File: config.mk
export PLATFORM = sky130hd
export DESIGN_NAME = tcch_rotate
export DESIGN_NICKNAME = d
export VERILOG_FILES = /design/src/sv/tcch_pkg.sv /design/src/sv/tcch_rotate.sv
export SDC_FILE = /design/constraint.sdc
export NUM_CORES = 2
export LEC_CHECK = 0
export ABC_CLOCK_PERIOD_IN_PS = 6400
export BUFFER_PORTS_ARGS = -buffer_cell sky130_fd_sc_hd__buf_2
export CAP_MARGIN = 10
export CORE_MARGIN = 2
export CORE_UTILIZATION = 49
export DETAILED_ROUTE_END_ITERATION = 12
export PLACE_DENSITY = 0.61
export SLEW_MARGIN = 20
export SYNTH_ARGS = -nofsm -noshare
export SYNTH_HDL_FRONTEND = slang
export SYNTH_SLANG_ARGS = --single-unit
File: constraint.sdc
create_clock -name clk -period 6.4 [get_ports clk]
set_clock_uncertainty 0.15 [all_clocks]
set_input_delay 0.32 -clock clk [delete_from_list [all_inputs] [get_ports clk]]
set_output_delay 0.32 -clock clk [all_outputs]
set_load 0.01 [all_outputs]
File: src/sv/tcch_pkg.sv
// Shared types and constants for the compass heading block.
// No dependencies.
package tcch_pkg;
	localparam int TableLen = 24;
	localparam logic signed [31:0] CordicGainQ30 = 32'sd652032874;
	localparam logic [14:0] Deg90 = 15'd5760;
	localparam logic [14:0] Deg180 = 15'd11520;
	localparam logic [14:0] Deg270 = 15'd17280;
	localparam logic [14:0] Deg360 = 15'd23040;

	typedef enum logic [1:0] {
		REG_X_SCALE  = 2'd0,
		REG_Y_SCALE  = 2'd1,
		REG_X_OFFSET = 2'd2,
		REG_Y_OFFSET = 2'd3
	} reg_idx_t;

	function automatic logic signed [31:0] atan_entry(input int i);
		logic signed [31:0] t [TableLen];
		t = '{32'sd188743680, 32'sd111421900, 32'sd58872272, 32'sd29884485,
			32'sd15000234, 32'sd7507429, 32'sd3754631, 32'sd1877430,
			32'sd938729, 32'sd469366, 32'sd234683, 32'sd117342,
			32'sd58671, 32'sd29335, 32'sd14668, 32'sd7334,
			32'sd3667, 32'sd1833, 32'sd917, 32'sd458,
			32'sd229, 32'sd115, 32'sd57, 32'sd29};
		return t[i];
	endfunction

	function automatic logic signed [15:0] sat16(input logic signed [63:0] v);
		if (v > 64'sd32767) return 16'sh7fff;
		if (v < -64'sd32768) return 16'sh8000;
		return v[15:0];
	endfunction
endpackage

File: src/sv/tcch_rotate.sv
// Rotation-mode CORDIC pipeline: sin and cos of an angle in 1/64 degree, Q15.
// Uses tcch_pkg. One stage per iteration, stalls with the shared enable.
module tcch_rotate #(
	parameter int STEPS = 16
) (
	input  logic                clk,
	input  logic                en,
	input  logic signed [14:0]  angle,
	output logic signed [16:0]  sin_q15,
	output logic signed [16:0]  cos_q15
);
	logic signed [33:0] x_s [1:STEPS];
	logic signed [33:0] y_s [1:STEPS];
	logic signed [33:0] z_s [1:STEPS];
	logic               flip_s [1:STEPS];
	logic signed [15:0] a_red;
	logic               flip0;
	logic signed [33:0] x0, y0, z0;
	logic signed [33:0] xr, yr;

	always_comb begin
		a_red = {angle[14], angle};
		flip0 = 1'b0;
		if (angle > 15'sd5760) begin
			a_red = {angle[14], angle} - 16'sd11520;
			flip0 = 1'b1;
		end else if (angle < -15'sd5760) begin
			a_red = {angle[14], angle} + 16'sd11520;
			flip0 = 1'b1;
		end
		x0 = 34'(tcch_pkg::CordicGainQ30);
		y0 = '0;
		z0 = 34'(a_red) <<< 16;
	end

	for (genvar i = 0; i < STEPS; i++) begin : g_it
		logic signed [33:0] xi, yi, zi;
		logic               fi;
		if (i == 0) begin : g_in
			assign xi = x0;
			assign yi = y0;
			assign zi = z0;
			assign fi = flip0;
		end else begin : g_mid
			assign xi = x_s[i];
			assign yi = y_s[i];
			assign zi = z_s[i];
			assign fi = flip_s[i];
		end
		always_ff @(posedge clk) begin
			if (en) begin
				flip_s[i+1] <= fi;
				if (zi >= 0) begin
					x_s[i+1] <= xi - (yi >>> i);
					y_s[i+1] <= yi + (xi >>> i);
					z_s[i+1] <= zi - 34'(tcch_pkg::atan_entry(i));
				end else begin
					x_s[i+1] <= xi + (yi >>> i);
					y_s[i+1] <= yi - (xi >>> i);
					z_s[i+1] <= zi + 34'(tcch_pkg::atan_entry(i));
				end
			end
		end
	end

	always_comb begin
		xr = (x_s[STEPS] + 34'sd16384) >>> 15;
		yr = (y_s[STEPS] + 34'sd16384) >>> 15;
		cos_q15 = flip_s[STEPS] ? -xr[16:0] : xr[16:0];
		sin_q15 = flip_s[STEPS] ? -yr[16:0] : yr[16:0];
	end
endmodule

==> results.md <==
- Number of routed nets with antenna violations: 0
- Setup TNS: 0 ns
- Synthesis Warnings: 0
- Unrepaired setup endpoints after global routing: no
- H-tree Lvls: 4
- GRT overflow: 0
- WL per Instance: about 21 microns
- First-pass GRT wire length: ~530000 microns
- Max cap viols: 0
- Avg Synthesized Cell Area: 9.56 sq um
- Routed WL: 345000 microns
- Residual DRC: 0
- Number of enable flip-flop cells after synthesis: 1407
- Post-DP HPWL: 277000 microns
- Commonest cells in the synthesized netlist: 1407 x edfxtp_1, 1379 x ha_1, 1285 x a21oi_1, 1233 x xnor2_1, 966 x nor2_1
- Critical Path Sink Type: flop
- Share of layout cells above drive strength 1: 0.0476
- Area share of the largest cell type after synthesis: 0.346
- Initial antenna violation count: 10
- Die Width: 503 microns
- Syn Inst Count: 12776
- Area Overhead vs Synth: 8.54%
- Top-count cell post-synth: edfxtp_1
- Largest net degree at the start of global routing: between 100 and 150
- Largest cells by area after synthesis: edfxtp_1 35%, ha_1 14%, xnor2_1 8.8%, a21oi_1 5.3%, xor2_1 4.4%
- Initial DRC Count: 6394
- Clock buffer count from CTS: 172
- Post-synthesis sequential area ratio: 0.346
- Root Driver: clkbuf_16
- Minimum clock period: 5.56 ns
- Hold Crit Class: in2reg
- Arr. time, crit path: between 5 and 6 ns
- Clk slew on worst S/H paths: 0.06 ns
- IO Pins: 51
- Post-synth ARST share: 0
- Longest Clk Path Bufs: 3
- Crit Path Class: reg2reg
- Starting Density: 0.492
- Die area: 253000 sq um
- Maximum clock frequency: 180 MHz
- Outcome: completed
- Final setup vio count: 0
- Hold Worst Slack: 0.0942 ns
- PortBufs: 50
- Layout net count: around 14000
- Row count: 183
- Vias: 97167
- CTS Hold Bufs: 12
- Least-Margin Pin Slew: 1.11 ns
- Synth cell types: 105
- Synth area leader: edfxtp_1
- Vias in the first global route: 95547
- DRT Pass-1 Iters: 6
- Total Routing Usage GR: 0.266
- Critical-path maximum fanout: 4
- Max-slew violation count: 0
- Final Hold Violating Endpoints: 0
- Post-CTS setup buffer count: 0
- Final core occ: 0.534
- Clk Latency, worst-skew pair: 0.82 ns
- Placer Congestion: between 0.9 and 1
- Startpoint Class: flop
- CP required: about 6.8 ns
- Post-synthesis register bit count: 1407
- CTS tree: built
- Part of the cycle the worst path needs: 0.869
- Post-synth top flop: edfxtp_1
- Max-slew headroom: 0.256
- # clock sinks: 1407
- Via/cell ratio: 5.92
- Syn nets: 14217
- Placeable Area: 248000 sq um
- Mapped cell area: 122000 sq um
- Post-cts gate resize count: 0
- Die Span Y: between 500 and 600 microns
layout by cell type, fill, tap and decap left out, drive strengths merged, types with 28 or more instances in the layout:
| master | instances |
|---|---|
| o21bai | 174 |
| o21a | 209 |
| nand4 | 81 |
| xnor2 | 1235 |
| edfxtp | 1407 |
| or4 | 42 |
| o21ai | 686 |
| mux2i | 90 |
| o211ai | 72 |
| a31o | 35 |
| ha | 1379 |
| a21boi | 33 |
| and2 | 74 |
| mux2 | 39 |
| a21oi | 1286 |
| nand3b | 28 |
| o2111ai | 28 |
| nand2 | 680 |
| o41ai | 63 |
| inv | 570 |
| nor3 | 303 |
| a21o | 620 |
| nand2b | 205 |
| xor2 | 620 |
| nand3 | 238 |
| o31ai | 135 |
| clkinv | 57 |
| nor4 | 91 |
| fa | 45 |
| o31a | 32 |
| or3 | 103 |
| a211oi | 148 |
| or2 | 55 |
| nor2 | 967 |
| nor2b | 140 |
| a211o | 40 |
| and3 | 148 |
| clkbuf | 208 |
| buf | 162 |
| a31oi | 122 |
per-layer routing:
metal / vias to the layer above / GRT usage / part of all wire
met2: 2198 / 0.489 / 0.51
li1: 47988 / - / -
met5: - / 0 / 0.000038
met4: 2 / 0.143 / 0.060
met1: 46209 / 0.298 / 0.40
met3: 770 / 0.0296 / 0.035
stage by stage:
stage	setup WS (ns)	instance area (sq um)	cells
final	0.839	133000	16404
after global routing	0.452	133000	16402
after CTS	0.908	133000	16397
after detailed placement	0.691	127000	16074
after global placement	0.761	127000	16074
after floorplan	1.44	122000	12776
layout make-up:
type / count / area [sq um]
clock buffers: 208 / 4460
diodes: 7 / 17.5
well taps: 3330 / 4170
clock inverters: 103 / 1240
multi-input cells: 10610 / 77100
repair buffers: 174 / 1280
fillers: 22214 / 116000
flip-flops and latches: 1407 / 42300
inverters: 565 / 2120
final timing paths:
path / from / endpoint / slack, ns / cells after the start
max: y_s[1][9] / x_s[1][67] / 0.84 / 16
min: angle[14] / y_s[0][63] / 0.09 / 4
max reg2reg: y_s[1][9] / x_s[1][67] / 0.84 / 16
min reg2reg: flip_s[0][11] / flip_s[0][12] / 0.27 / 0
worst max-delay path: stages (launching register included):
cell and delay [ns]:
edfxtp_1 0.44, or4_1 0.60, or3_1 0.47, nor4_1 0.60, nor2_1 0.11, xor2_1 0.17, ha_1 0.36, nand2_1 0.08
o21ai_0 0.34, nand2b_1 0.16, a21oi_1 0.06, a21o_1 0.23, a311oi_1 0.44, nor2_1 0.15, a311oi_1 0.51, nor3_1 0.11
or3_1 0.33
sequential cells by signal, indices dropped and copies added (netlist names):
| signal | cells |
|---|---|
| y_s | 495 |
| x_s | 468 |
| z_s | 428 |
| flip_s | 16 |
logic make-up after synthesis:
group / share of synthesized area
buffers and inverters: 0.0235
muxes: 0.0111
DFF: 0.346
AOI/OAI and AO/OA: 0.208
adders and majority gates: 0.149
and+or+nand+nor: 0.130
xor gates and xnor gates: 0.133
Power is not shown: default switching activity piles up to over one toggle a cycle in this logic, so the estimate is an artifact.
